$ cat config.mk
export PLATFORM = sky130hd
export DESIGN_NAME = calendar_date_counter_flat
export DESIGN_NICKNAME = d
export VERILOG_FILES = /design/src/sv/cdc_pkg.sv /design/src/sv/cdc_req_if.sv /design/src/sv/cdc_rsp_if.sv /design/src/sv/calendar_date_counter.sv /design/src/flat_wrapper.sv
export SDC_FILE = /design/constraint.sdc
export NUM_CORES = 1
export LEC_CHECK = 0
export ABC_AREA = 1
export ABC_CLOCK_PERIOD_IN_PS = 21600
export BUFFER_PORTS_ARGS = -buffer_cell sky130_fd_sc_hd__buf_2
export CAP_MARGIN = 20
export CORE_ASPECT_RATIO = 1.25
export CORE_UTILIZATION = 36
export CTS_CLUSTER_DIAMETER = 50
export CTS_CLUSTER_SIZE = 24
export DETAILED_ROUTE_END_ITERATION = 10
export GPL_ROUTABILITY_DRIVEN = 1
export PLACE_DENSITY = 0.65
export SETUP_SLACK_MARGIN = 0.4
export SLEW_MARGIN = 15
export SYNTH_ARGS = -nofsm -noshare
export SYNTH_HDL_FRONTEND = slang
export SYNTH_SLANG_ARGS = --single-unit
$ cat constraint.sdc
create_clock -name clk -period 21.6 [get_ports clk]
set_input_delay 2.16 -clock clk [delete_from_list [all_inputs] [get_ports clk]]
set_output_delay 2.16 -clock clk [all_outputs]
set_load 0.01 [all_outputs]
$ cat src/sv/cdc_pkg.sv
// Package for the calendar date counter: field widths, codes, reset date,
// month length table and constant helpers. No dependencies.
package cdc_pkg;

    localparam int OP_W          = 3;
    localparam int DAY_W         = 5;
    localparam int MONTH_W       = 4;
    localparam int FIELD_YEAR_W  = 16;
    localparam int FIELD_COUNT_W = 16;
    localparam int STATUS_W      = 2;
    localparam int APB_ADDR_W    = 4;
    localparam int APB_DATA_W    = 32;

    localparam int DEF_YEAR_WIDTH  = 16;
    localparam int DEF_COUNT_WIDTH = 16;

    localparam logic [DAY_W-1:0]        RESET_DAY   = 5'd1;
    localparam logic [MONTH_W-1:0]      RESET_MONTH = 4'd1;
    localparam logic [FIELD_YEAR_W-1:0] RESET_YEAR  = 16'd1981;

    localparam logic [MONTH_W-1:0] MONTH_JAN = 4'd1;
    localparam logic [MONTH_W-1:0] MONTH_DEC = 4'd12;
    localparam logic [DAY_W-1:0]   DAYS_DEC  = 5'd31;

    // Centuries: y % 100 == 0 is y % 4 == 0 and y % 25 == 0
    localparam int CENTURY_ODD_FACTOR = 25;

    // floor(x / 3) = (x * RECIP3) >> RECIP3_SHIFT for any 32-bit x
    localparam logic [31:0] RECIP3       = 32'hAAAA_AAAB;
    localparam int          RECIP3_SHIFT = 33;

    typedef enum logic [OP_W-1:0] {
        OP_LOAD       = 3'd0,
        OP_ADD_DAYS   = 3'd1,
        OP_SUB_DAYS   = 3'd2,
        OP_ADD_MONTHS = 3'd3,
        OP_ADD_YEARS  = 3'd4,
        OP_COMPARE    = 3'd5,
        OP_RESET      = 3'd6
    } op_t;

    typedef enum logic [STATUS_W-1:0] {
        ST_OK        = 2'd0,
        ST_INVALID   = 2'd1,
        ST_SATURATED = 2'd2
    } status_t;

    typedef enum logic [2:0] {
        S_IDLE,
        S_EXEC,
        S_STEP,
        S_MFIN,
        S_DONE
    } state_t;

    typedef enum logic [1:0] {
        REG_DEFAULT_DAY   = 2'd0,
        REG_DEFAULT_MONTH = 2'd1,
        REG_DEFAULT_YEAR  = 2'd2
    } reg_idx_t;

    // Length of a month; zero for a month code outside 1..12
    function automatic logic [DAY_W-1:0] days_in(input logic [MONTH_W-1:0] m,
                                                 input logic leap);
        logic [DAY_W-1:0] len;
        unique case (m)
            4'd1, 4'd3, 4'd5, 4'd7, 4'd8, 4'd10, 4'd12: len = 5'd31;
            4'd4, 4'd6, 4'd9, 4'd11:                    len = 5'd30;
            4'd2:                                       len = leap ? 5'd29 : 5'd28;
            default:                                    len = 5'd0;
        endcase
        return len;
    endfunction

    // Multiplicative inverse of an odd constant modulo 2^32 (Newton steps)
    function automatic logic [31:0] odd_inverse(input logic [31:0] a);
        logic [31:0] x;
        x = a;
        for (int i = 0; i < 5; i++) begin
            x = x * (32'd2 - a * x);
        end
        return x;
    endfunction

    localparam logic [31:0] INV_CENTURY_ODD = odd_inverse(32'(CENTURY_ODD_FACTOR));

endpackage

$ cat src/sv/cdc_req_if.sv
// Request channel of the calendar date counter: valid/ready plus payload.
// Depends on cdc_pkg for the field widths.
interface cdc_req_if
    import cdc_pkg::*;
();
    logic                            valid;
    logic                            ready;
    logic [OP_W-1:0]                 opcode;
    logic [DAY_W-1:0]                day_in;
    logic [MONTH_W-1:0]              month_in;
    logic [FIELD_YEAR_W-1:0]         year_in;
    logic signed [FIELD_COUNT_W-1:0] step_count;

    modport source (output valid, opcode, day_in, month_in, year_in, step_count,
                    input ready);
    modport sink   (input valid, opcode, day_in, month_in, year_in, step_count,
                    output ready);
endinterface

$ cat src/sv/cdc_rsp_if.sv
// Response channel of the calendar date counter: valid/ready plus payload.
// Depends on cdc_pkg for the field widths.
interface cdc_rsp_if
    import cdc_pkg::*;
();
    logic                    valid;
    logic                    ready;
    logic [DAY_W-1:0]        day_out;
    logic [MONTH_W-1:0]      month_out;
    logic [FIELD_YEAR_W-1:0] year_out;
    logic [STATUS_W-1:0]     status;
    logic                    is_less;
    logic                    is_greater;
    logic                    differs;

    modport source (output valid, day_out, month_out, year_out, status,
                    is_less, is_greater, differs,
                    input ready);
    modport sink   (input valid, day_out, month_out, year_out, status,
                    is_less, is_greater, differs,
                    output ready);
endinterface

$ cat src/sv/calendar_date_counter.sv
// Calendar date counter top level: sequencer, shared day-step unit, APB registers.
// Depends on cdc_pkg, cdc_req_if and cdc_rsp_if.
//
// Keeps one Gregorian date and applies one request at a time. A request is
// taken when req.valid and req.ready are high; its result appears in an output
// register, and the next request is taken in the same cycle that result is
// registered. Load, reset to default, compare, year add, no-op and day or
// month add or day subtract with a count of zero or less go from S_EXEC
// straight to S_DONE. Month add with a positive count forms the year carry
// by a reciprocal multiply in S_EXEC, and the remainder and year saturation
// in S_MFIN. Day add and subtract with a positive count pass through S_STEP,
// where a single day-step unit advances the date by one day per cycle until
// the count runs out or the year saturates. No request is taken before the
// last result is handed over, and a result left waiting stalls only the
// request after next. The leap test uses one shared multiplier (divisibility
// by 25 through a modular inverse) whose input is the loaded year, the default
// year or the current year, as the step requires. Defaults lie at byte
// addresses 0 (day), 4 (month) and 8 (year); write them only while no request
// is in flight. There is no clearing pass.
module calendar_date_counter
    import cdc_pkg::*;
#(
    parameter int YEAR_WIDTH  = DEF_YEAR_WIDTH,
    parameter int COUNT_WIDTH = DEF_COUNT_WIDTH
)(
    input  logic                  clk,
    input  logic                  rst_n,
    cdc_req_if.sink               req,
    cdc_rsp_if.source             rsp,
    input  logic                  psel,
    input  logic                  penable,
    input  logic                  pwrite,
    input  logic [APB_ADDR_W-1:0] paddr,
    input  logic [APB_DATA_W-1:0] pwdata,
    output logic [APB_DATA_W-1:0] prdata,
    output logic                  pready
);

    localparam int YW     = YEAR_WIDTH;
    localparam int CW     = COUNT_WIDTH;
    localparam int WIDE_W = ((YW > CW) ? YW : CW) + 2;

    localparam logic [YW-1:0]     YEAR_MAX   = {YW{1'b1}};
    localparam logic [WIDE_W-1:0] YEAR_MAX_W = {{(WIDE_W-YW){1'b0}}, {YW{1'b1}}};
    localparam logic [YW-1:0]     INV25      = INV_CENTURY_ODD[YW-1:0];
    localparam logic [YW-1:0]     LIM25      =
        YW'(((64'd1 << YW) - 64'd1) / CENTURY_ODD_FACTOR);

    // ------------------------------------------------------------------
    // Configuration registers
    // ------------------------------------------------------------------
    logic [DAY_W-1:0]        dflt_day_reg;
    logic [MONTH_W-1:0]      dflt_month_reg;
    logic [FIELD_YEAR_W-1:0] dflt_year_reg;
    logic                    cfg_write;
    reg_idx_t                cfg_idx;

    assign pready    = 1'b1;
    assign cfg_write = psel && penable && pwrite && pready;
    assign cfg_idx   = reg_idx_t'(paddr[3:2]);

    always_ff @(posedge clk or negedge rst_n)
    begin
        if (!rst_n)
        begin
            dflt_day_reg   <= RESET_DAY;
            dflt_month_reg <= RESET_MONTH;
            dflt_year_reg  <= RESET_YEAR;
        end
        else if (cfg_write)
        begin
            // Writes beyond the register list fall through and are dropped
            unique case (cfg_idx)
                REG_DEFAULT_DAY:   dflt_day_reg   <= pwdata[DAY_W-1:0];
                REG_DEFAULT_MONTH: dflt_month_reg <= pwdata[MONTH_W-1:0];
                REG_DEFAULT_YEAR:  dflt_year_reg  <= pwdata[FIELD_YEAR_W-1:0];
                default:           ;
            endcase
        end
    end

    always_comb
    begin
        unique case (cfg_idx)
            REG_DEFAULT_DAY:   prdata = APB_DATA_W'(dflt_day_reg);
            REG_DEFAULT_MONTH: prdata = APB_DATA_W'(dflt_month_reg);
            REG_DEFAULT_YEAR:  prdata = APB_DATA_W'(dflt_year_reg);
            default:           prdata = '0;
        endcase
    end

    // ------------------------------------------------------------------
    // State and request registers
    // ------------------------------------------------------------------
    state_t             state_reg, state_next;
    logic [DAY_W-1:0]   cur_day_reg, cur_day_next;
    logic [MONTH_W-1:0] cur_month_reg, cur_month_next;
    logic [YW-1:0]      cur_year_reg, cur_year_next;

    logic [OP_W-1:0]    op_reg;
    logic [DAY_W-1:0]   day_reg;
    logic [MONTH_W-1:0] month_reg;
    logic [YW-1:0]      year_reg;
    logic [CW-1:0]      cnt_reg, cnt_next;
    logic [CW-1:0]      quot_reg, quot_next;

    status_t status_reg, status_next;
    logic    lt_reg, lt_next;
    logic    gt_reg, gt_next;
    logic    ne_reg, ne_next;

    logic                    out_valid_reg, out_valid_next;
    logic [DAY_W-1:0]        out_day_reg;
    logic [MONTH_W-1:0]      out_month_reg;
    logic [FIELD_YEAR_W-1:0] out_year_reg;
    status_t                 out_status_reg;
    logic                    out_lt_reg, out_gt_reg, out_ne_reg;

    logic slot_free;
    logic req_ready;
    logic req_accept;
    logic out_load;

    // Zero-extend the request fields, then cut them to the internal widths
    logic [31:0] year_in32;
    logic [31:0] cnt_in32;
    logic [31:0] dflt_year32;
    logic [31:0] cur_year32;
    logic [YW-1:0] dflt_year_w;

    assign year_in32   = 32'(req.year_in);
    assign cnt_in32    = {{(32-FIELD_COUNT_W){1'b0}}, req.step_count};
    assign dflt_year32 = 32'(dflt_year_reg);
    assign dflt_year_w = dflt_year32[YW-1:0];
    assign cur_year32  = 32'(cur_year_reg);

    assign slot_free  = !out_valid_reg || rsp.ready;
    assign req_ready  = (state_reg == S_IDLE) || ((state_reg == S_DONE) && slot_free);
    assign req_accept = req.valid && req_ready;
    assign req.ready  = req_ready;

    // ------------------------------------------------------------------
    // Shared leap test: Gregorian rule through divisibility by 4, 16, 25
    // ------------------------------------------------------------------
    logic [YW-1:0] leap_year;
    logic [YW-1:0] leap_prod;
    logic          div25;
    logic          leap;

    always_comb
    begin
        priority if ((state_reg == S_EXEC) && (op_t'(op_reg) == OP_LOAD))
            leap_year = year_reg;
        else if ((state_reg == S_EXEC) && (op_t'(op_reg) == OP_RESET))
            leap_year = dflt_year_w;
        else
            leap_year = cur_year_reg;
    end

    assign leap_prod = leap_year * INV25;
    assign div25     = (leap_prod <= LIM25);
    assign leap      = (leap_year[1:0] == 2'b00) && (!div25 || (leap_year[3:0] == 4'b0000));

    // ------------------------------------------------------------------
    // Datapath helpers
    // ------------------------------------------------------------------
    logic                     cnt_pos;
    logic [CW-1:0]            month_total;
    logic [CW-1:0]            month_quarter;
    logic [63:0]              recip_prod;
    logic [63:0]              recip_quot;
    logic [CW-1:0]            month_rem;
    logic [WIDE_W-1:0]        month_year;
    logic signed [WIDE_W-1:0] year_sum;
    logic [DAY_W-1:0]         len_cur;
    logic [DAY_W-1:0]         len_prev;
    logic [DAY_W-1:0]         len_load;
    logic [DAY_W-1:0]         len_dflt;
    logic                     load_ok;
    logic                     dflt_ok;

    assign cnt_pos = !cnt_reg[CW-1] && (cnt_reg != '0);

    // Month add: months past January plus the count, split by twelve
    assign month_total   = CW'(cur_month_reg) - CW'(MONTH_JAN) + cnt_reg;
    assign month_quarter = month_total >> 2;
    assign recip_prod    = 64'(32'(month_quarter)) * 64'(RECIP3);
    assign recip_quot    = recip_prod >> RECIP3_SHIFT;
    assign month_rem     = month_total - (quot_reg << 3) - (quot_reg << 2);
    assign month_year    = WIDE_W'(cur_year_reg) + WIDE_W'(quot_reg);

    assign year_sum = signed'(WIDE_W'(cur_year_reg)) + WIDE_W'(signed'(cnt_reg));

    assign len_cur  = days_in(cur_month_reg, leap);
    assign len_prev = days_in(cur_month_reg - MONTH_JAN, leap);
    assign len_load = days_in(month_reg, leap);
    assign len_dflt = days_in(dflt_month_reg, leap);

    assign load_ok = (month_reg >= MONTH_JAN) && (month_reg <= MONTH_DEC)
                  && (day_reg != '0) && (day_reg <= len_load);
    assign dflt_ok = (dflt_month_reg >= MONTH_JAN) && (dflt_month_reg <= MONTH_DEC)
                  && (dflt_day_reg != '0) && (dflt_day_reg <= len_dflt);

    // ------------------------------------------------------------------
    // Sequencer
    // ------------------------------------------------------------------
    always_comb
    begin
        state_next     = state_reg;
        cur_day_next   = cur_day_reg;
        cur_month_next = cur_month_reg;
        cur_year_next  = cur_year_reg;
        cnt_next       = req_accept ? cnt_in32[CW-1:0] : cnt_reg;
        quot_next      = quot_reg;
        status_next    = status_reg;
        lt_next        = lt_reg;
        gt_next        = gt_reg;
        ne_next        = ne_reg;
        out_load       = 1'b0;

        unique case (state_reg)
            S_IDLE:
            begin
                if (req_accept)
                    state_next = S_EXEC;
            end

            S_EXEC:
            begin
                status_next = ST_OK;
                lt_next     = 1'b0;
                gt_next     = 1'b0;
                ne_next     = 1'b0;
                state_next  = S_DONE;
                unique case (op_t'(op_reg))
                    OP_LOAD:
                    begin
                        if (load_ok)
                        begin
                            cur_day_next   = day_reg;
                            cur_month_next = month_reg;
                            cur_year_next  = year_reg;
                        end
                        else
                            status_next = ST_INVALID;
                    end
                    OP_ADD_DAYS, OP_SUB_DAYS:
                    begin
                        // Zero or negative counts act as no change
                        if (cnt_pos)
                            state_next = S_STEP;
                    end
                    OP_ADD_MONTHS:
                    begin
                        if (cnt_pos)
                        begin
                            quot_next  = CW'(recip_quot);
                            state_next = S_MFIN;
                        end
                    end
                    OP_ADD_YEARS:
                    begin
                        if (year_sum < 0)
                        begin
                            cur_year_next = '0;
                            status_next   = ST_SATURATED;
                        end
                        else if (year_sum > signed'(YEAR_MAX_W))
                        begin
                            cur_year_next = YEAR_MAX;
                            status_next   = ST_SATURATED;
                        end
                        else
                            cur_year_next = year_sum[YW-1:0];
                    end
                    OP_COMPARE:
                    begin
                        priority if (cur_year_reg != year_reg)
                        begin
                            lt_next = cur_year_reg < year_reg;
                            gt_next = cur_year_reg > year_reg;
                        end
                        else if (cur_month_reg != month_reg)
                        begin
                            lt_next = cur_month_reg < month_reg;
                            gt_next = cur_month_reg > month_reg;
                        end
                        else
                        begin
                            lt_next = cur_day_reg < day_reg;
                            gt_next = cur_day_reg > day_reg;
                        end
                        ne_next = lt_next || gt_next;
                    end
                    OP_RESET:
                    begin
                        if (dflt_ok)
                        begin
                            cur_day_next   = dflt_day_reg;
                            cur_month_next = dflt_month_reg;
                            cur_year_next  = dflt_year_w;
                        end
                        else
                            status_next = ST_INVALID;
                    end
                    default: ;
                endcase
            end

            S_STEP:
            begin
                // One day per cycle; stop early when the year would leave its range
                if (op_t'(op_reg) == OP_SUB_DAYS)
                begin
                    if (cur_day_reg <= 5'd1)
                    begin
                        if (cur_month_reg <= MONTH_JAN)
                        begin
                            if (cur_year_reg == '0)
                                status_next = ST_SATURATED;
                            else
                            begin
                                cur_year_next  = cur_year_reg - 1'b1;
                                cur_month_next = MONTH_DEC;
                                cur_day_next   = DAYS_DEC;
                            end
                        end
                        else
                        begin
                            cur_month_next = cur_month_reg - MONTH_JAN;
                            cur_day_next   = len_prev;
                        end
                    end
                    else
                        cur_day_next = cur_day_reg - 1'b1;
                end
                else
                begin
                    if (cur_day_reg >= len_cur)
                    begin
                        if (cur_month_reg == MONTH_DEC)
                        begin
                            if (cur_year_reg == YEAR_MAX)
                                status_next = ST_SATURATED;
                            else
                            begin
                                cur_year_next  = cur_year_reg + 1'b1;
                                cur_month_next = MONTH_JAN;
                                cur_day_next   = 5'd1;
                            end
                        end
                        else
                        begin
                            cur_month_next = cur_month_reg + 1'b1;
                            cur_day_next   = 5'd1;
                        end
                    end
                    else
                        cur_day_next = cur_day_reg + 1'b1;
                end

                cnt_next = cnt_reg - 1'b1;
                if ((status_next == ST_SATURATED) || (cnt_reg == CW'(1)))
                    state_next = S_DONE;
            end

            S_MFIN:
            begin
                cur_month_next = month_rem[MONTH_W-1:0] + MONTH_JAN;
                if (month_year > YEAR_MAX_W)
                begin
                    cur_year_next = YEAR_MAX;
                    status_next   = ST_SATURATED;
                end
                else
                    cur_year_next = month_year[YW-1:0];
                state_next = S_DONE;
            end

            S_DONE:
            begin
                // Hand the result over and take the next request in the same cycle
                if (slot_free)
                begin
                    out_load   = 1'b1;
                    state_next = req_accept ? S_EXEC : S_IDLE;
                end
            end

            default: state_next = S_IDLE;
        endcase
    end

    always_comb
    begin
        if (out_load)
            out_valid_next = 1'b1;
        else if (rsp.ready)
            out_valid_next = 1'b0;
        else
            out_valid_next = out_valid_reg;
    end

    always_ff @(posedge clk or negedge rst_n)
    begin
        if (!rst_n)
        begin
            state_reg     <= S_IDLE;
            cur_day_reg   <= RESET_DAY;
            cur_month_reg <= RESET_MONTH;
            cur_year_reg  <= YW'(RESET_YEAR);
            out_valid_reg <= 1'b0;
        end
        else
        begin
            state_reg     <= state_next;
            cur_day_reg   <= cur_day_next;
            cur_month_reg <= cur_month_next;
            cur_year_reg  <= cur_year_next;
            out_valid_reg <= out_valid_next;
        end
    end

    // Payload registers: no reset needed
    always_ff @(posedge clk)
    begin
        if (req_accept)
        begin
            op_reg    <= req.opcode;
            day_reg   <= req.day_in;
            month_reg <= req.month_in;
            year_reg  <= year_in32[YW-1:0];
        end
        cnt_reg    <= cnt_next;
        quot_reg   <= quot_next;
        status_reg <= status_next;
        lt_reg     <= lt_next;
        gt_reg     <= gt_next;
        ne_reg     <= ne_next;
        if (out_load)
        begin
            out_day_reg    <= cur_day_reg;
            out_month_reg  <= cur_month_reg;
            out_year_reg   <= cur_year32[FIELD_YEAR_W-1:0];
            out_status_reg <= status_reg;
            out_lt_reg     <= lt_reg;
            out_gt_reg     <= gt_reg;
            out_ne_reg     <= ne_reg;
        end
    end

    assign rsp.valid      = out_valid_reg;
    assign rsp.day_out    = out_day_reg;
    assign rsp.month_out  = out_month_reg;
    assign rsp.year_out   = out_year_reg;
    assign rsp.status     = out_status_reg;
    assign rsp.is_less    = out_lt_reg;
    assign rsp.is_greater = out_gt_reg;
    assign rsp.differs    = out_ne_reg;

    // ------------------------------------------------------------------
    // Assertions
    // ------------------------------------------------------------------
`ifndef SYNTHESIS
    a_month_range: assert property (@(posedge clk) disable iff (!rst_n)
        (cur_month_reg >= MONTH_JAN) && (cur_month_reg <= MONTH_DEC))
        else $error("current month left the range 1 to 12");

    a_day_nonzero: assert property (@(posedge clk) disable iff (!rst_n)
        cur_day_reg != '0)
        else $error("current day became zero");

    a_step_count: assert property (@(posedge clk) disable iff (!rst_n)
        (state_reg == S_STEP) |-> (cnt_reg != '0) && !cnt_reg[CW-1])
        else $error("day stepping with no positive count left");

    a_accept_exec: assert property (@(posedge clk) disable iff (!rst_n)
        req_accept |=> (state_reg == S_EXEC))
        else $error("accepted request did not start execution");

    a_result_from_done: assert property (@(posedge clk) disable iff (!rst_n)
        (out_valid_reg && !$past(out_valid_reg)) |-> ($past(state_reg) == S_DONE))
        else $error("result registered outside the done state");
`endif

endmodule
$ cat src/flat_wrapper.sv
// flat-port wrapper written by rule: the top's interface ports become plain ports
module calendar_date_counter_flat import cdc_pkg::*;
#(
    parameter int YEAR_WIDTH  = DEF_YEAR_WIDTH,
    parameter int COUNT_WIDTH = DEF_COUNT_WIDTH
)
  (clk, rst_n, psel, penable, pwrite, paddr, pwdata, prdata, pready, req_valid, req_opcode, req_day_in, req_month_in, req_year_in, req_step_count, req_ready, rsp_valid, rsp_day_out, rsp_month_out, rsp_year_out, rsp_status, rsp_is_less, rsp_is_greater, rsp_differs, rsp_ready);
  cdc_req_if req_i ();
  cdc_rsp_if rsp_i ();
  input  logic clk;
  input  logic rst_n;
  input  logic psel;
  input  logic penable;
  input  logic pwrite;
  input  logic [APB_ADDR_W-1:0] paddr;
  input  logic [APB_DATA_W-1:0] pwdata;
  output logic [APB_DATA_W-1:0] prdata;
  output logic pready;
  input wire logic [$bits(req_i.valid)-1:0] req_valid;
  input wire logic [$bits(req_i.opcode)-1:0] req_opcode;
  input wire logic [$bits(req_i.day_in)-1:0] req_day_in;
  input wire logic [$bits(req_i.month_in)-1:0] req_month_in;
  input wire logic [$bits(req_i.year_in)-1:0] req_year_in;
  input wire logic [$bits(req_i.step_count)-1:0] req_step_count;
  output wire logic [$bits(req_i.ready)-1:0] req_ready;
  output wire logic [$bits(rsp_i.valid)-1:0] rsp_valid;
  output wire logic [$bits(rsp_i.day_out)-1:0] rsp_day_out;
  output wire logic [$bits(rsp_i.month_out)-1:0] rsp_month_out;
  output wire logic [$bits(rsp_i.year_out)-1:0] rsp_year_out;
  output wire logic [$bits(rsp_i.status)-1:0] rsp_status;
  output wire logic [$bits(rsp_i.is_less)-1:0] rsp_is_less;
  output wire logic [$bits(rsp_i.is_greater)-1:0] rsp_is_greater;
  output wire logic [$bits(rsp_i.differs)-1:0] rsp_differs;
  input wire logic [$bits(rsp_i.ready)-1:0] rsp_ready;
  assign req_i.valid = req_valid;
  assign req_i.opcode = req_opcode;
  assign req_i.day_in = req_day_in;
  assign req_i.month_in = req_month_in;
  assign req_i.year_in = req_year_in;
  assign req_i.step_count = req_step_count;
  assign req_ready = req_i.ready;
  assign rsp_valid = rsp_i.valid;
  assign rsp_day_out = rsp_i.day_out;
  assign rsp_month_out = rsp_i.month_out;
  assign rsp_year_out = rsp_i.year_out;
  assign rsp_status = rsp_i.status;
  assign rsp_is_less = rsp_i.is_less;
  assign rsp_is_greater = rsp_i.is_greater;
  assign rsp_differs = rsp_i.differs;
  assign rsp_i.ready = rsp_ready;
  calendar_date_counter #(.YEAR_WIDTH(YEAR_WIDTH), .COUNT_WIDTH(COUNT_WIDTH)) u_core (.clk(clk), .rst_n(rst_n), .req(req_i), .rsp(rsp_i), .psel(psel), .penable(penable), .pwrite(pwrite), .paddr(paddr), .pwdata(pwdata), .prdata(prdata), .pready(pready));
endmodule
==> results.md <==
- Outcome: finished clean
- Wirelength per Cell: 17.2 microns
- Via count: 15,717
- Crit Path Max Fanout: 22
- Top_reg_cell synth: edfxtp_1
- CP Launch Type: flop
- Most numerous cell in the Yosys netlist: nand2_1
- TNS Setup: 0 ns
- H-tree levels: 4
- Rows: 90
- Crit path max-delay family: adder cells
- Clk sinks: 146
- # setup viols final: 0
- Resize count post-CTS: 0
- Cell variety after synth: 61
- Die Y: 250 microns
- Port Buffers: 116
- Initial antenna violation count: 0
- Die X-Extent: around 200 microns
- Full die area: 50,000 sq um
- Top-Level Pins: 152
- Clock skew: 0.00826 ns
- Worst hold path type: flop to flop
- Critical setup path kind: flop to flop
- Min Tclk post-route: 9.23 ns
- Pins over their slew limit: 0
- Root Buffer: clkbuf_16
- Setup crit end kind: flop
- Initial core utilization: ~37%
- Setup WS pre-CTS: 12.48 ns
- Number of synthesized register bits: 146
- Clock latency on the worst-skew pair: 0.45 ns
- Syn_area_per_cell: 7.77 sq um
- Ant diodes: 0
- Slowest cell on crit path: edfxtp_1
- Synthesized area: 17,700 sq um
- Relative slew slack: 31.0%
- Fraction of layout cells with a size suffix above 1: 8.57%
- Most used cell, CP: inv_1
- Final nets: 2,828
- RSZ-0062 raised after global routing: false
- R2R setup slack: 12.37 ns
- Slew @ Worst Pin: 1.03 ns
- WP buf/inv: 8
- DRT iter0 DRCs: 947
- Routed vias/inst: 5.18
- Slowest stage delay, CP: 0.92 ns
- Via count of the first global-routing pass: 15,962
- Final ANT Viol Nets: 0
- Residual DRC count: 0
- Bufs on Longest Clock Path: 2
- Fmax: 108 MHz
- Core footprint: 48,400 sq um
- RePlAce Congestion: 0.919
- Syn Inst Count: ~2,300
- Final worst-path cycle share: 42.7%
- Crit path DAT: 9.60 ns
- Largest net degree at the start of global routing: 55
- Worst setup margin: 12.37 ns
- Total GRT Usage: 20.8%
- Total Wirelength: 52,200 microns
- Hpwl dp: 42,500 microns
- Top post-synthesis cells by area: ha_1 (20%), edfxtp_1 (16%), fa_1 (9.4%)
- Setup bufs post-CTS: 0
- Sequential share of the synthesized area: 23.4%
- Data required, critical path: 21.97 ns
- Ys async rst share: about 37%
- Clk slew on worst S/H paths: about 0.060 ns
- CTS tree: done
- Synth warnings: 0
- Area leader, netlist: ha_1
- Layout area overhead: 10.2%
- DRT Pass-1 Iters: 7
- Synth top area share: 19.8%
- Most frequent cells after synthesis: nand2_1 (402), inv_1 (393), ha_1 (280), a21oi_1 (222), nor2_1 (179)
- MaxCap Viol Count: 0
- Number of synthesized flops with an enable pin: 92
- Global-route wire length before repair: roughly 83,000 microns
- Hold Violations, Final: 0
- Remaining Overflow, GRT: 0
- Hold Buf Count CTS: 0
- Num CTS Buffers: 17
==> per-layer routing <==
| metal | global-route usage [%] | routed length (microns) | part of all wire (%) |
|---|---|---|---|
| met5 | 0 | 0 | 0 |
| met4 | 8.72 | 1920 | 3.7 |
| met3 | 1.88 | 1920 | 3.7 |
| met2 | 39.5 | 27400 | 52 |
| met1 | 23.6 | 21000 | 40 |
==> stage by stage <==
| stage | util (%) | std cells | cell area, sq um | hold WS, ns |
|---|---|---|---|---|
| finish | 40.2 | 3035 | 19500 | 0.424 |
| global route | 40.2 | 3035 | 19500 | 0.438 |
| CTS | 40.2 | 3034 | 19500 | 0.423 |
| detailed placement | 39.0 | 3002 | 18900 | 0.418 |
| global placement | 39.0 | 3001 | 18900 | 0.406 |
| floorplan | - | 2291 | 17700 | 0.400 |
==> path summary, 6_finish.rpt <==
path                                       start                      end  cells past startpoint
worst min-delay path               u_core.lt_reg       u_core.rsp.is_less                      0
max in group asynchronous                  rst_n  u_core.cur_year_reg[14]                      2
worst max-delay path            u_core.op_reg[1]   u_core.cur_year_reg[9]                     35
min in group asynchronous                  rst_n    u_core.cur_day_reg[2]                      2
worst max register to register  u_core.op_reg[1]   u_core.cur_year_reg[9]                     35
worst min register to register     u_core.lt_reg       u_core.rsp.is_less                      0
==> kinds of logic after synthesis <==
| kind of cell | after synthesis | share of synthesized area (%) |
|---|---|---|
| AO/OA/AOI/OAI | 455 | 14.4 |
| XOR/XNOR | 85 | 4.21 |
| adder cells (fa/ha/maj) | 363 | 29.2 |
| buffers and inverters | 458 | 10.3 |
| flip-flops | 146 | 23.4 |
| other | 2 | 0.0425 |
| AND/OR/NAND/NOR | 767 | 18.4 |
==> placed cells by master (no fill, tap or decap), types with 4 or more instances in the layout <==
master / synthesis / routed
nor3_1: 28 / 28
o21bai_1: 12 / 12
nor2_2: 4 / 4
nand4_1: 23 / 23
o221ai_1: 9 / 9
o21ai_1: 4 / 5
nand2_1: 402 / 402
nor3b_1: 9 / 9
inv_1: 393 / 393
nand3_1: 90 / 90
dfrtp_1: 32 / 32
nor2_4: 2 / 4
xnor2_1: 26 / 26
nor4_1: 12 / 12
a31oi_1: 9 / 9
conb_1: 2 / 17
buf_2: 6 / 116
ha_1: 280 / 280
dfstp_2: 22 / 22
nand2_2: 4 / 4
xor2_1: 59 / 58
clkbuf_16: 0 / 17
fa_1: 83 / 83
a21o_1: 9 / 9
a21oi_1: 222 / 222
o211ai_1: 17 / 17
buf_4: 18 / 6
edfxtp_1: 92 / 92
o21a_1: 8 / 8
inv_6: 0 / 4
inv_2: 7 / 7
o311ai_0: 4 / 4
o21ai_0: 131 / 130
a221oi_1: 7 / 7
clkinvlp_4: 0 / 6
o22ai_1: 4 / 4
nor2_1: 179 / 177
==> final cells by class <==
type | count | area, sq um
Clock buffer | 19 | 433
Clock inverter | 13 | 151
Fill cell | 4911 | 28900
Inverter | 403 | 1520
Multi-Input combinational cell | 1687 | 11800
Sequential cell | 146 | 4140
Tap cell | 644 | 806
Timing Repair Buffer | 123 | 641
Power is left out: the tool's default activity adds up to more than one toggle a clock period on the data nets, which glitch-free logic cannot reach.
